===== config.mk =====
export PLATFORM = sky130hd
export DESIGN_NAME = open_address_hash_table_core
export DESIGN_NICKNAME = d
export VERILOG_FILES = /design/src/oaht_pkg.sv /design/src/oaht_ram.sv /design/src/oaht_ctrl.sv /design/src/oaht_dp.sv /design/src/open_address_hash_table_core.sv
export SDC_FILE = /design/constraint.sdc
export NUM_CORES = 1
export LEC_CHECK = 0
export BUFFER_PORTS_ARGS = -buffer_cell sky130_fd_sc_hd__buf_2
export CAP_MARGIN = 20
export CORE_ASPECT_RATIO = 0.9
export CORE_MARGIN = 2
export CORE_UTILIZATION = 55
export DETAILED_ROUTE_END_ITERATION = 6
export GPL_TIMING_DRIVEN = 0
export PLACE_DENSITY = 0.82
export SLEW_MARGIN = 0
export SYNTH_ARGS = -nofsm -noshare
export SYNTH_HDL_FRONTEND = slang
export SYNTH_SLANG_ARGS = --single-unit
export TNS_END_PERCENT = 50

===== constraint.sdc =====
create_clock -name i_clk -period 7.48 [get_ports i_clk]
set_clock_uncertainty 0.05 [all_clocks]
set_input_delay 1.122 -clock i_clk [delete_from_list [all_inputs] [get_ports i_clk]]
set_output_delay 1.122 -clock i_clk [all_outputs]
set_load 0.01 [all_outputs]

===== src/oaht_pkg.sv =====
// Shared constants, codes and types for the open-address hash table.
package oaht_pkg;

    // Table geometry; the table size must be a power of two
    localparam int TABLE_SIZE = 8;
    localparam int SLOT_W     = $clog2(TABLE_SIZE);
    localparam int STEP_W     = $clog2(TABLE_SIZE + 2);

    // Field widths
    localparam int ACTION_W   = 2;
    localparam int KEY_W      = 31;
    localparam int STATUS_W   = 2;
    localparam int OUT_SLOT_W = 3;

    // Action codes
    localparam logic [ACTION_W-1:0] ACT_INSERT = 2'd0;
    localparam logic [ACTION_W-1:0] ACT_SEARCH = 2'd1;
    localparam logic [ACTION_W-1:0] ACT_REMOVE = 2'd2;

    // Status codes
    localparam logic [STATUS_W-1:0] ST_OK     = 2'd0;
    localparam logic [STATUS_W-1:0] ST_FULL   = 2'd1;
    localparam logic [STATUS_W-1:0] ST_ABSENT = 2'd2;

    // Slot marks
    typedef enum logic [1:0] {
        MARK_FREE     = 2'd0,
        MARK_OCCUPIED = 2'd1,
        MARK_REMOVED  = 2'd2
    } t_mark;

    // Controller to datapath
    typedef struct packed {
        logic load;
        logic advance;
        logic finish;
    } t_dp_cmd;

    // Datapath to controller
    typedef struct packed {
        logic probe_end;
    } t_dp_status;

endpackage


===== src/oaht_ram.sv =====
// Generic single-port-write, single-port-read RAM with registered read data.
module oaht_ram #(
    parameter int WIDTH = 8,
    parameter int DEPTH = 8,
    localparam int AW = (DEPTH > 1) ? $clog2(DEPTH) : 1
) (
    input  logic             i_clk,
    input  logic             i_we,
    input  logic [AW-1:0]    i_waddr,
    input  logic [WIDTH-1:0] i_wdata,
    input  logic [AW-1:0]    i_raddr,
    output logic [WIDTH-1:0] o_rdata
);

    logic [WIDTH-1:0] r_mem [DEPTH];
    logic [WIDTH-1:0] r_rdata;

    // Write port and registered read port
    always_ff @(posedge i_clk) begin
        if (i_we) begin
            r_mem[i_waddr] <= i_wdata;
        end
        r_rdata <= r_mem[i_raddr];
    end

    assign o_rdata = r_rdata;

endmodule


===== src/oaht_ctrl.sv =====
// Control state machine: input/output handshakes and probe sequencing.
module oaht_ctrl import oaht_pkg::*; (
    input  logic       i_clk,
    input  logic       i_rst_n,
    input  logic       i_in_valid,
    output logic       o_in_ready,
    output logic       o_out_valid,
    input  logic       i_out_ready,
    output t_dp_cmd    o_cmd,
    input  t_dp_status i_status
);

    typedef enum logic {
        S_IDLE,
        S_PROBE
    } t_state;

    t_state r_state, n_state;
    logic   r_out_valid, n_out_valid;
    logic   load, advance, finish;

    // Decode commands from state and handshakes
    assign o_in_ready = (r_state == S_IDLE);
    assign load       = i_in_valid && (r_state == S_IDLE);
    assign advance    = (r_state == S_PROBE) && !i_status.probe_end;
    assign finish     = (r_state == S_PROBE) && i_status.probe_end &&
                        (!r_out_valid || i_out_ready);

    assign o_cmd.load    = load;
    assign o_cmd.advance = advance;
    assign o_cmd.finish  = finish;

    // Next state and output valid
    always_comb begin
        n_state = r_state;
        case (r_state)
            S_IDLE: begin
                if (load) begin
                    n_state = S_PROBE;
                end
            end
            S_PROBE: begin
                if (finish) begin
                    n_state = S_IDLE;
                end
            end
            default: n_state = S_IDLE;
        endcase

        if (finish) begin
            n_out_valid = 1'b1;
        end else if (i_out_ready) begin
            n_out_valid = 1'b0;
        end else begin
            n_out_valid = r_out_valid;
        end
    end

    // Hold state and output valid
    always_ff @(posedge i_clk) begin
        if (!i_rst_n) begin
            r_state     <= S_IDLE;
            r_out_valid <= 1'b0;
        end else begin
            r_state     <= n_state;
            r_out_valid <= n_out_valid;
        end
    end

    assign o_out_valid = r_out_valid;

endmodule


===== src/oaht_dp.sv =====
// Datapath: probe position, slot marks, key store compare and result register.
module oaht_dp import oaht_pkg::*; (
    input  logic                  i_clk,
    input  logic                  i_rst_n,
    input  logic [ACTION_W-1:0]   i_action,
    input  logic [KEY_W-1:0]      i_key,
    input  t_dp_cmd               i_cmd,
    output t_dp_status            o_status,
    output logic [STATUS_W-1:0]   o_status_code,
    output logic [OUT_SLOT_W-1:0] o_slot
);

    logic [ACTION_W-1:0]   r_action;
    logic [KEY_W-1:0]      r_key;
    logic [SLOT_W-1:0]     r_pos, n_pos;
    logic [STEP_W-1:0]     r_step;
    t_mark                 r_marks [TABLE_SIZE];
    logic [STATUS_W-1:0]   r_res_status;
    logic [OUT_SLOT_W-1:0] r_res_slot;

    logic [KEY_W-1:0]      stored_key;
    t_mark                 cur_mark;
    logic                  key_hit;
    logic                  probe_end;
    logic                  res_ok;
    logic [STATUS_W-1:0]   res_status;
    logic                  wr_key;
    logic                  wr_mark;
    t_mark                 wr_mark_val;

    // Next probe position; hold the current one while waiting
    always_comb begin
        n_pos = r_pos;
        if (i_cmd.load) begin
            n_pos = i_key[SLOT_W-1:0];
        end else if (i_cmd.advance) begin
            n_pos = r_pos + SLOT_W'(r_step);
        end
    end

    // Key store; read address is n_pos, so the registered read data lines up with r_pos
    oaht_ram #(
        .WIDTH (KEY_W),
        .DEPTH (TABLE_SIZE)
    ) u_key_ram (
        .i_clk   (i_clk),
        .i_we    (wr_key),
        .i_waddr (r_pos),
        .i_wdata (r_key),
        .i_raddr (n_pos),
        .o_rdata (stored_key)
    );

    assign cur_mark = r_marks[r_pos];
    assign key_hit  = (stored_key == r_key);

    // Evaluate the current probe
    always_comb begin
        probe_end   = 1'b1;
        res_ok      = 1'b0;
        res_status  = ST_ABSENT;
        wr_key      = 1'b0;
        wr_mark     = 1'b0;
        wr_mark_val = MARK_OCCUPIED;
        case (r_action)
            ACT_INSERT: begin
                probe_end = (cur_mark != MARK_OCCUPIED) ||
                            (r_step == STEP_W'(TABLE_SIZE));
                res_ok     = (cur_mark != MARK_OCCUPIED);
                res_status = res_ok ? ST_OK : ST_FULL;
                wr_key     = res_ok && i_cmd.finish;
                wr_mark    = wr_key;
            end
            ACT_SEARCH, ACT_REMOVE: begin
                // stop at a free slot, a key match, or after the last step
                probe_end = (cur_mark == MARK_FREE) || key_hit ||
                            (r_step == STEP_W'(TABLE_SIZE + 1));
                res_ok     = (cur_mark == MARK_OCCUPIED) && key_hit;
                res_status = res_ok ? ST_OK : ST_ABSENT;
                wr_mark     = res_ok && i_cmd.finish && (r_action == ACT_REMOVE);
                wr_mark_val = MARK_REMOVED;
            end
            default: begin
                probe_end  = 1'b1;
                res_status = ST_ABSENT;
            end
        endcase
    end

    assign o_status.probe_end = probe_end;

    // Capture the item and advance the probe
    always_ff @(posedge i_clk) begin
        if (i_cmd.load) begin
            r_action <= i_action;
            r_key    <= i_key;
            r_step   <= STEP_W'(1);
        end else if (i_cmd.advance) begin
            r_step <= r_step + STEP_W'(1);
        end
        r_pos <= n_pos;
    end

    // Slot marks; reset frees every slot
    always_ff @(posedge i_clk) begin
        if (!i_rst_n) begin
            for (int i = 0; i < TABLE_SIZE; i++) begin
                r_marks[i] <= MARK_FREE;
            end
        end else if (wr_mark) begin
            r_marks[r_pos] <= wr_mark_val;
        end
    end

    // Result register
    always_ff @(posedge i_clk) begin
        if (i_cmd.finish) begin
            r_res_status <= res_status;
            r_res_slot   <= res_ok ? OUT_SLOT_W'(r_pos) : '0;
        end
    end

    assign o_status_code = r_res_status;
    assign o_slot        = r_res_slot;

endmodule


===== src/open_address_hash_table_core.sv =====
// Top level of the open-address hash table with triangular probing.
//
//   channel | signals                      | payload
//   --------+------------------------------+------------------
//   input   | i_in_valid / o_in_ready      | i_action, i_key
//   output  | o_out_valid / i_out_ready    | o_status, o_slot
//
// An item is loaded and then probed one slot per cycle, up to TABLE_SIZE probes for
// insert and TABLE_SIZE + 1 for search and remove, except that the last probe can
// hold as described below. A new item is taken the cycle after the previous result is
// registered. A finished result waits in the output register; a following item is
// accepted and probed meanwhile and holds on its last probe until the output
// register frees. Reset marks every slot free at once.
module open_address_hash_table_core import oaht_pkg::*; (
    input  logic                  i_clk,
    input  logic                  i_rst_n,
    input  logic                  i_in_valid,
    output logic                  o_in_ready,
    input  logic [ACTION_W-1:0]   i_action,
    input  logic [KEY_W-1:0]      i_key,
    output logic                  o_out_valid,
    input  logic                  i_out_ready,
    output logic [STATUS_W-1:0]   o_status,
    output logic [OUT_SLOT_W-1:0] o_slot
);

    t_dp_cmd    cmd;
    t_dp_status dp_status;

    oaht_ctrl u_ctrl (
        .i_clk       (i_clk),
        .i_rst_n     (i_rst_n),
        .i_in_valid  (i_in_valid),
        .o_in_ready  (o_in_ready),
        .o_out_valid (o_out_valid),
        .i_out_ready (i_out_ready),
        .o_cmd       (cmd),
        .i_status    (dp_status)
    );

    oaht_dp u_dp (
        .i_clk         (i_clk),
        .i_rst_n       (i_rst_n),
        .i_action      (i_action),
        .i_key         (i_key),
        .i_cmd         (cmd),
        .o_status      (dp_status),
        .o_status_code (o_status),
        .o_slot        (o_slot)
    );

endmodule


==> flow_metrics.env, run 1 <==
export IMPL_track_usage_pct=21.1
export IMPL_clock_fmax_ghz=0.222
export IMPL_final_nets=897
export IMPL_internal_power_uw=3720
export IMPL_synth_cells=764
export IMPL_yosysUniqueCellTypes=50
export IMPL_period_share_pct=60.2
export IMPL_drive_above_1_share_pct=17.2
export IMPL_worstReg2RegStart="u_dp.r_key[4]"
export IMPL_gp_congestion=0.837
export IMPL_violations="design-rule violations"
export IMPL_rsz0062_at_grt="false"
export IMPL_syn_to_final_growth_pct=15.1
export IMPL_synth_compound_area_share_pct=5.76
export IMPL_pre_cts_ws_ns=3.05
export IMPL_via_count=6923
export IMPL_dr_pass1_iters=7
export IMPL_synth_area_sq_mm=0.0132
export IMPL_clk_latency_ns=0.53
export IMPL_ys_seq_area_share_pct=74.7
export IMPL_p_comb_share_pct=20.4
export IMPL_core_sq_mm=0.0235
export IMPL_synth_xor_area_share_pct=2.25
export IMPL_clock_sinks=342
export IMPL_timing_final_ws_setup_ns=2.97
export IMPL_fp_dieH_um=151
export IMPL_grt_pass1_vias=6890
export IMPL_critPathKind="reg2reg"
export IMPL_cts_buffer_depth=3
export IMPL_ant_nets=0
export IMPL_tritoncts="done"
export IMPL_via_per_inst=5.87
export IMPL_grt_start_max_net_pins=28
export IMPL_final_cell_mix="302 x edfxtp_1, 126 x mux2i_1, 63 x a22o_1"
export IMPL_fp_dieArea_sq_mm=0.0253
export IMPL_fp_dieW_um=167
export IMPL_io_pins=44
export IMPL_seq_power_share_pct=45.5
export IMPL_yosysTopAreaCellShare_pct=68.6
export IMPL_synth_area_leaders="edfxtp_1 69%, mux2i_1 9.5%, dfxtp_1 6.1%, a22o_1 4.2%, xnor2_1 2.1%"
export IMPL_p_per_area_mw_per_mm2=335
export IMPL_post_cts_resized_instances=0
export IMPL_status="finished with violations"
export IMPL_drt_iter0_drc=713
export IMPL_post_cts_buffers=0
export IMPL_max_slew_margin_pct=45.4
export IMPL_yosys_warnings=0
export IMPL_cts_root_buffer="clkbuf_16"
export IMPL_io_buffers=43
export IMPL_start_util_pct=56.3
export IMPL_grt_pass1_wl_mm=39.5
export IMPL_setup_worst_path_end_class="flop"
export IMPL_drc=1
export IMPL_cp_max_fo=17
export IMPL_maxCapViolCount=0
export IMPL_worstPathRequired_ns=7.64
export IMPL_netSwitchingFraction_pct=27.0
export IMPL_antenna_found_initial=0
export IMPL_min_from="u_dp.r_step[3]"
export IMPL_cts_buffers_inserted=34
export IMPL_fp_row_count=53
export IMPL_synthAdderAreaFrac_pct=0.814
export IMPL_tightestPinTransition_ns=0.817
export IMPL_syn_nets=809
export IMPL_fin_crit_ns=4.51
export IMPL_postCtsHoldBufs=0
export IMPL_synthSimpleGateAreaFrac_pct=4.30
export IMPL_syn_area_per_cell_sq_um=17.3
export IMPL_pwr_share_clk_pct=34.2
export IMPL_grt_overflow_total=0
export IMPL_p_leak_uw=0.00556
export IMPL_nFillCells=1575
export IMPL_post_drt_wl_per_cell_um=21.9
export IMPL_synthMuxAreaShare_pct=10.1
export IMPL_final_common_cell="edfxtp_1"
export IMPL_synth_area_leader_cell="edfxtp_1"
export IMPL_critical_path_arrival_ns=4.67
export IMPL_hold_path_class="reg2reg"
export IMPL_startpoint="u_dp.r_key[4]"
export IMPL_synth_top_family_by_area="multiplexers"
export IMPL_ys_ff_latch=342
export IMPL_wl_mm=25.8
export IMPL_htreeDepth=2
export IMPL_clkTransAtPathRegs_ns=0.06
export IMPL_slew_viol_final=0
export IMPL_diodes=0
export IMPL_hold_viol_final=0
export IMPL_final_setup_tns_ns=0
export IMPL_power_switching_uw=1380
export IMPL_ir_drop_uv=213
export IMPL_dp_final_hpwl_mm=15.7
export IMPL_setup_viol=0
export IMPL_start_kind="flop"
## sequential cells by signal (all words and copies together), names as in the netlist
signal                  flops
u_dp.u_key_ram.r_mem      248
u_dp.r_key                 31
u_dp.u_key_ram.o_rdata     31
u_dp.r_marks               16
u_dp.r_step                 4
u_dp.o_slot                 3
u_dp.r_pos                  3
u_dp.o_status_code          2
u_dp.r_action               2
u_ctrl.o_out_valid          1
u_ctrl.r_state              1
## power by group through the flow
stage	Combinational (uW)	Sequential (uW)	Clock, uW
finish	1040	2320	1740
global route	1110	2330	1840
CTS	1030	2320	1760
detailed placement	1020	2350	0
global placement	993	2350	0
floorplan	755	2330	0
## cell usage after synthesis, drive strengths merged
cell type  instances
nor2              52
nor2b              1
clkbuf             6
a21boi             1
a22o              63
dfxtp             40
o211a              3
o31ai              2
nand3b             1
or3                4
fa                 1
a21oi              2
edfxtp           302
o21a               1
nor3b              1
o21ba              1
a211o              1
nand3              4
nand2b             3
and2               3
mux2               2
o41ai              1
and3               2
o2111ai            1
o221a              2
ha                 7
nor3              24
xnor2             32
mux4               2
o21ai             10
nand4              9
buf               26
a222oi             1
nand2             10
mux2i            126
inv               12
nor4               2
xor2               2
clkinv             1
## per-layer routing
layer / global-route usage, % / share of wire (%) / up-vias
met5: 0 / 0 / -
met1: 29.0 / 43 / 3462
li1: - / - / 3145
met2: 34.0 / 47 / 261
met4: 8.13 / 2.7 / 0
met3: 3.89 / 7.0 / 55
## critical path, stage by stage, from the launching register on
cell and delay (ns):
edfxtp_1 0.53, xnor2_1 0.28, nand4_1 0.26, nor4_1 0.73, a211o_1 0.30, or3_4 0.16
and3_1 0.35, nand2_1 0.55, nor2_4 0.71, buf_16 0.24
## area by class of cell
| class | instances | area (sq um) | share of cell area [%] |
|---|---|---|---|
| tap | 302 | 378 | 2.48 |
| timing repair buffer | 52 | 425 | 2.80 |
| sequential | 342 | 9870 | 64.9 |
| clock buffer | 44 | 898 | 5.90 |
| clock inverter | 18 | 239 | 1.57 |
| inverter | 13 | 48.8 | 0.321 |
| multi-input combinational | 377 | 3130 | 20.6 |
| buffer | 32 | 231 | 1.52 |
## worst paths after layout
path | to | cells past startpoint | slack [ns]
setup / recovery | u_dp.u_key_ram.r_mem[3][13] | 9 | 2.97
hold reg to reg | u_dp.r_step[3] | 2 | 0.46
hold / removal | u_dp.r_step[3] | 2 | 0.46
setup reg to reg | u_dp.u_key_ram.r_mem[3][13] | 9 | 2.97
## logic make-up (layout without fill, tap and decap cells)
logic type / count (synthesis) / count (layout)
AO/OA/AOI/OAI: 89 / 89
XOR/XNOR: 34 / 34
adder cells (fa/ha/maj): 8 / 8
buffers and inverters: 45 / 159
flip-flops: 342 / 342
multiplexers: 130 / 130
AND/OR/NAND/NOR: 116 / 116
## through the flow
stage	total power [uW]	hold slack [ns]	util (%)	area [sq um]	std cells
after floorplan	3080	0.422	-	13200	764
after global placement	3340	0.440	58.8	13800	1109
after detailed placement	3370	0.446	60.0	14100	1118
after CTS	5110	0.463	64.8	15200	1180
after global routing	5270	0.486	64.8	15200	1180
final	5090	0.459	64.8	15200	1180
(Power assumes the default switching activity.)
==> run 2: changes to the inputs <==
==> constraint.sdc (replaced) <==
create_clock -name i_clk -period 4.15 [get_ports i_clk]
set_clock_uncertainty 0.05 [all_clocks]
set_input_delay 0.6225 -clock i_clk [delete_from_list [all_inputs] [get_ports i_clk]]
set_output_delay 0.6225 -clock i_clk [all_outputs]
set_load 0.01 [all_outputs]
==> flow_metrics.env, run 2 (synthesized netlist as in run 1, its figures left out) <==
export IMPL_via_per_inst=5.87
export IMPL_dp_final_hpwl_mm=15.7
export IMPL_fin_crit_ns=3.96
export IMPL_regMostFlops="u_dp.u_key_ram.r_mem"
export IMPL_violations="design-rule violations"
export IMPL_critPathKind="reg2reg"
export IMPL_final_nets=905
export IMPL_hold_path_class="in2reg"
export IMPL_start_util_pct=56.3
export IMPL_worstPathRequired_ns=4.31
export IMPL_r2r_cells=9
export IMPL_critical_path_arrival_ns=4.12
export IMPL_max_slew_margin_pct=56.9
export IMPL_fp_dieH_um=151
export IMPL_antenna_found_initial=0
export IMPL_drc=1
export IMPL_final_cells=1188
export IMPL_worstReg2RegStart="u_dp.r_key[13]"
export IMPL_grt_pass1_vias=7020
export IMPL_slowest_stage="nor4_2"
export IMPL_path_cells="xnor2_1 -> nand4_1 -> nor4_2 -> a211o_1 -> or3_4 -> and3_1 -> nand2_2 -> nor2_4 -> buf_12"
export IMPL_drt_iter0_drc=703
export IMPL_holdPathEnd="u_dp.r_key[6]"
export IMPL_nFillCells=1549
export IMPL_diodes=0
export IMPL_grt_start_max_net_pins=28
export IMPL_clkTransAtPathRegs_ns=0.06
export IMPL_period_share_pct=95.5
export IMPL_final_cell_mix="302 x edfxtp_1, 126 x mux2i_1, 63 x a22o_1"
export IMPL_final_common_cell="edfxtp_1"
export IMPL_clock_sinks=342
export IMPL_post_drt_wl_per_cell_um=22.1
export IMPL_cts_buffer_depth=3
export IMPL_drive_above_1_share_pct=18.4
export IMPL_status="finished with violations"
export IMPL_dp_cells=1118
export IMPL_cts_root_buffer="clkbuf_16"
export IMPL_io_buffers=43
export IMPL_hold_viol_final=0
export IMPL_rsz0062_at_grt="false"
export IMPL_dr_pass1_iters=7
export IMPL_max_stage_delay_ns=0.53
export IMPL_tightestPinTransition_ns=0.647
export IMPL_reg2reg_slack_ns=0.19
export IMPL_fp_dieW_um=167
export IMPL_rr_endpoint="u_dp.u_key_ram.r_mem[1][13]"
export IMPL_ir_drop_uv=380
export IMPL_p_per_area_mw_per_mm2=599
export IMPL_seqCellArea_sq_mm=0.00987
export IMPL_setup_viol=0
export IMPL_final_setup_tns_ns=0
export IMPL_start_kind="flop"
export IMPL_hold_depth=1
export IMPL_tritoncts="done"
export IMPL_setup_worst_path_end_class="flop"
export IMPL_fp_dieArea_sq_mm=0.0253
export IMPL_syn_to_final_growth_pct=16.1
export IMPL_track_usage_pct=21.5
export IMPL_largest_register_ffs=248
export IMPL_via_count=6975
export IMPL_cts_buffers_inserted=34
export IMPL_htreeDepth=2
export IMPL_core_sq_mm=0.0235
export IMPL_clk_latency_ns=0.53
export IMPL_clock_fmax_ghz=0.252
export IMPL_gp_congestion=0.837
export IMPL_grt_pass1_wl_mm=40.2
export IMPL_multiInputGateArea_sq_mm=0.00315
export IMPL_grt_overflow_total=0
export IMPL_p_leak_uw=0.00561
export IMPL_slew_viol_final=0
export IMPL_min_from="i_key[6]"
export IMPL_ant_nets=0
export IMPL_fp_row_count=53
export IMPL_io_pins=44
export IMPL_maxCapViolCount=0
export IMPL_cp_max_fo=22
export IMPL_wl_mm=26.3
## run 2: worst max path at each step
stage                         from                     endpoint  slack, ns
global placement    u_dp.r_key[13]   u_dp.u_key_ram.r_mem[0][7]      -1.76
finish              u_dp.r_key[13]  u_dp.u_key_ram.r_mem[1][13]       0.19
floorplan            u_dp.r_pos[0]   u_dp.u_key_ram.r_mem[2][0]       0.15
detailed placement  u_dp.r_key[13]   u_dp.u_key_ram.r_mem[3][6]      -0.28
global route        u_dp.r_key[13]  u_dp.u_key_ram.r_mem[0][13]       0.01
CTS                 u_dp.r_key[13]  u_dp.u_key_ram.r_mem[0][13]       0.11
## run 2: timing repair
action                     in CTS  in global routing
setup endpoints to repair     212                 96
resized for setup               2                  2
setup buffers                   8                  0
pin swaps                       5                  1
hold buffers                    0                  0
## run 2: power breakdown
group          switching (uW)  total [uW]  internal [uW]
registers                 171        4180           4010
clock network            1270        3130           1860
logic                    1050        1880            835
## run 2: layer usage
layer | wire, um | GRT usage [%]
met5 | 0 | 0
met4 | 665 | 8.04
met3 | 2000 | 4.39
met2 | 12700 | 35.5
met1 | 10900 | 28.7
## run 2: final cells by class
class / count / area share [%]
flip-flops and latches: 342 / 64.3
multi-input cells: 377 / 20.5
clock buffers: 44 / 5.85
repair buffers: 60 / 3.49
well taps: 302 / 2.46
clock inverters: 18 / 1.56
plain buffers: 32 / 1.51
inverters: 13 / 0.318
## run 2: per-stage QoR
| step | hold WS, ns | setup WS (ns) | instance area [sq um] | total power [uW] | utilization, % |
|---|---|---|---|---|---|
| 4_1_cts | 0.202 | 0.107 | 15300 | 9210 | 65.3 |
| 6_report | 0.218 | 0.187 | 15300 | 9190 | 65.4 |
| 2_1_floorplan | 0.422 | 0.152 | 13200 | 5560 | - |
| 5_1_grt | 0.211 | 0.0142 | 15300 | 9520 | 65.4 |
| 3_5_place_dp | 0.446 | -0.284 | 14100 | 6080 | 60.0 |
| 3_3_place_gp | 0.440 | -1.76 | 13800 | 6020 | 58.8 |
## run 2: worst max-delay path, delay by kind of cell, from the launching register on
kind            cells  cell delay, ns
flops               1            0.51
simple gates        6            2.19
buf+inv             1            0.26
compound gates      1            0.27
xor+xnor            1            0.36
==> run 3: changes to the inputs <==
--- a/config.mk
+++ b/config.mk
@@ -13,6 +13,7 @@
 export DETAILED_ROUTE_END_ITERATION = 6
 export GPL_TIMING_DRIVEN = 0
 export PLACE_DENSITY = 0.82
+export RECOVER_POWER = 25
 export SLEW_MARGIN = 0
 export SYNTH_ARGS = -nofsm -noshare
 export SYNTH_HDL_FRONTEND = slang
==> flow_metrics.env, run 3 (synthesized netlist as in run 1, its figures left out) <==
export IMPL_p_leak_uw=0.00561
export IMPL_tritoncts="done"
export IMPL_drive_above_1_share_pct=18.1
export IMPL_post_drt_wl_per_cell_um=22.1
export IMPL_r2r_cells=9
export IMPL_grt_pass1_vias=7020
export IMPL_gp_congestion=0.837
export IMPL_setup_viol=0
export IMPL_grt_overflow_total=0
export IMPL_syn_to_final_growth_pct=16.1
export IMPL_max_slew_margin_pct=57.4
export IMPL_period_share_pct=95.7
export IMPL_final_nets=905
export IMPL_min_from="i_key[6]"
export IMPL_dp_cells=1118
export IMPL_cts_buffers_inserted=34
export IMPL_largest_register_ffs=248
export IMPL_cp_max_fo=22
export IMPL_antenna_found_initial=0
export IMPL_fp_dieW_um=167
export IMPL_hold_path_class="in2reg"
export IMPL_fp_dieArea_sq_mm=0.0253
export IMPL_final_cell_mix="302 x edfxtp_1, 126 x mux2i_1, 63 x a22o_1"
export IMPL_setup_worst_path_end_class="flop"
export IMPL_worstPathRequired_ns=4.31
export IMPL_grt_start_max_net_pins=28
export IMPL_clk_latency_ns=0.53
export IMPL_grt_pass1_wl_mm=40.2
export IMPL_start_kind="flop"
export IMPL_startpoint="u_dp.r_key[13]"
export IMPL_start_util_pct=56.3
export IMPL_track_usage_pct=21.5
export IMPL_clock_sinks=342
export IMPL_hold_depth=1
export IMPL_postCtsHoldBufs=0
export IMPL_reg2reg_slack_ns=0.18
export IMPL_tightestPinTransition_ns=0.639
export IMPL_status="finished with violations"
export IMPL_via_per_inst=5.87
export IMPL_io_buffers=43
export IMPL_fp_row_count=53
export IMPL_rr_endpoint="u_dp.u_key_ram.r_mem[1][13]"
export IMPL_clkTransAtPathRegs_ns=0.06
export IMPL_wl_mm=26.3
export IMPL_cts_buffer_depth=3
export IMPL_diodes=0
export IMPL_final_common_cell="edfxtp_1"
export IMPL_worstReg2RegStart="u_dp.r_key[13]"
export IMPL_cts_root_buffer="clkbuf_16"
export IMPL_io_pins=44
export IMPL_slew_viol_final=0
export IMPL_rsz0062_at_grt="false"
export IMPL_core_sq_mm=0.0235
export IMPL_ant_nets=0
export IMPL_p_per_area_mw_per_mm2=599
export IMPL_ir_drop_uv=380
export IMPL_critPathKind="reg2reg"
export IMPL_violations="design-rule violations"
export IMPL_final_setup_tns_ns=0
export IMPL_critical_path_arrival_ns=4.13
export IMPL_dr_pass1_iters=7
export IMPL_hold_viol_final=0
export IMPL_dp_final_hpwl_mm=15.7
export IMPL_clock_fmax_ghz=0.252
export IMPL_finish_instance_area_sq_mm=0.0153
export IMPL_fp_dieH_um=151
export IMPL_drc=1
export IMPL_whs_ns=0.216
export IMPL_final_cells=1188
export IMPL_via_count=6977
export IMPL_place_area_sq_mm=0.0141
export IMPL_htreeDepth=2
export IMPL_drt_iter0_drc=701
export IMPL_regMostFlops="u_dp.u_key_ram.r_mem"
export IMPL_fin_crit_ns=3.97
export IMPL_maxCapViolCount=0
export IMPL_holdPathEnd="u_dp.r_key[6]"
[run 3: cell count changes in the layout (fill, tap and decap cells not counted)]
cell,delta
clkbuf_1,+3
buf_2,-3
[run 3: stage by stage]
stage / power, uW / util [%] / setup slack [ns]
global placement: 6020 / 58.8 / -1.76
global route: 9520 / 65.4 / 0.0142
CTS: 9210 / 65.3 / 0.107
finish: 9190 / 65.4 / 0.179
floorplan: 5560 / - / 0.152
detailed placement: 6080 / 60.0 / -0.284
[run 3: power by group]
group	switching (uW)	leakage (uW)	total, uW	internal, uW
Clock	1270	0.000551	3130	1860
Combinational	1050	0.00196	1880	834
Sequential	171	0.00309	4180	4010
[run 3: worst max-delay path by stage]
stage | endpoint | slack [ns] | cells past startpoint
after floorplan | u_dp.u_key_ram.r_mem[2][0] | 0.15 | 9
after global placement | u_dp.u_key_ram.r_mem[0][7] | -1.76 | 8
after detailed placement | u_dp.u_key_ram.r_mem[3][6] | -0.28 | 9
after CTS | u_dp.u_key_ram.r_mem[0][13] | 0.11 | 9
after global routing | u_dp.u_key_ram.r_mem[0][13] | 0.01 | 9
final | u_dp.u_key_ram.r_mem[1][13] | 0.18 | 9
[run 3: critical path, stage by stage, from the launching register on]
cell      delay (ns)
edfxtp_1        0.51
xnor2_1         0.36
nand4_1         0.30
nor4_2          0.53
a211o_1         0.27
or3_4           0.16
and3_1          0.38
nand2_2         0.36
nor2_4          0.47
buf_12          0.26
[run 3: final cells by class]
type	count	area, sq um
sequential	342	9870
fill	1550	8130
multi-input combinational	377	3150
clock buffer	44	898
timing repair buffer	60	532
tap	302	378
clock inverter	18	239
buffer	32	231
inverter	13	48.8
[run 3: per-layer routing]
metal | share of wire (%) | track usage (%) | vias to the layer above
met3 | 7.8 | 4.39 | 64
li1 | - | - | 3163
met4 | 2.5 | 8.04 | 0
met2 | 48 | 35.5 | 312
met1 | 41 | 28.7 | 3438
met5 | 0 | 0 | -
[run 3: timing repair]
| item | in CTS | in global routing |
|---|---|---|
| pin swaps | 5 | 1 |
| resized for setup | 2 | 2 |
| endpoints found under the setup margin | 212 | 96 |
| setup buffers | 8 | 0 |
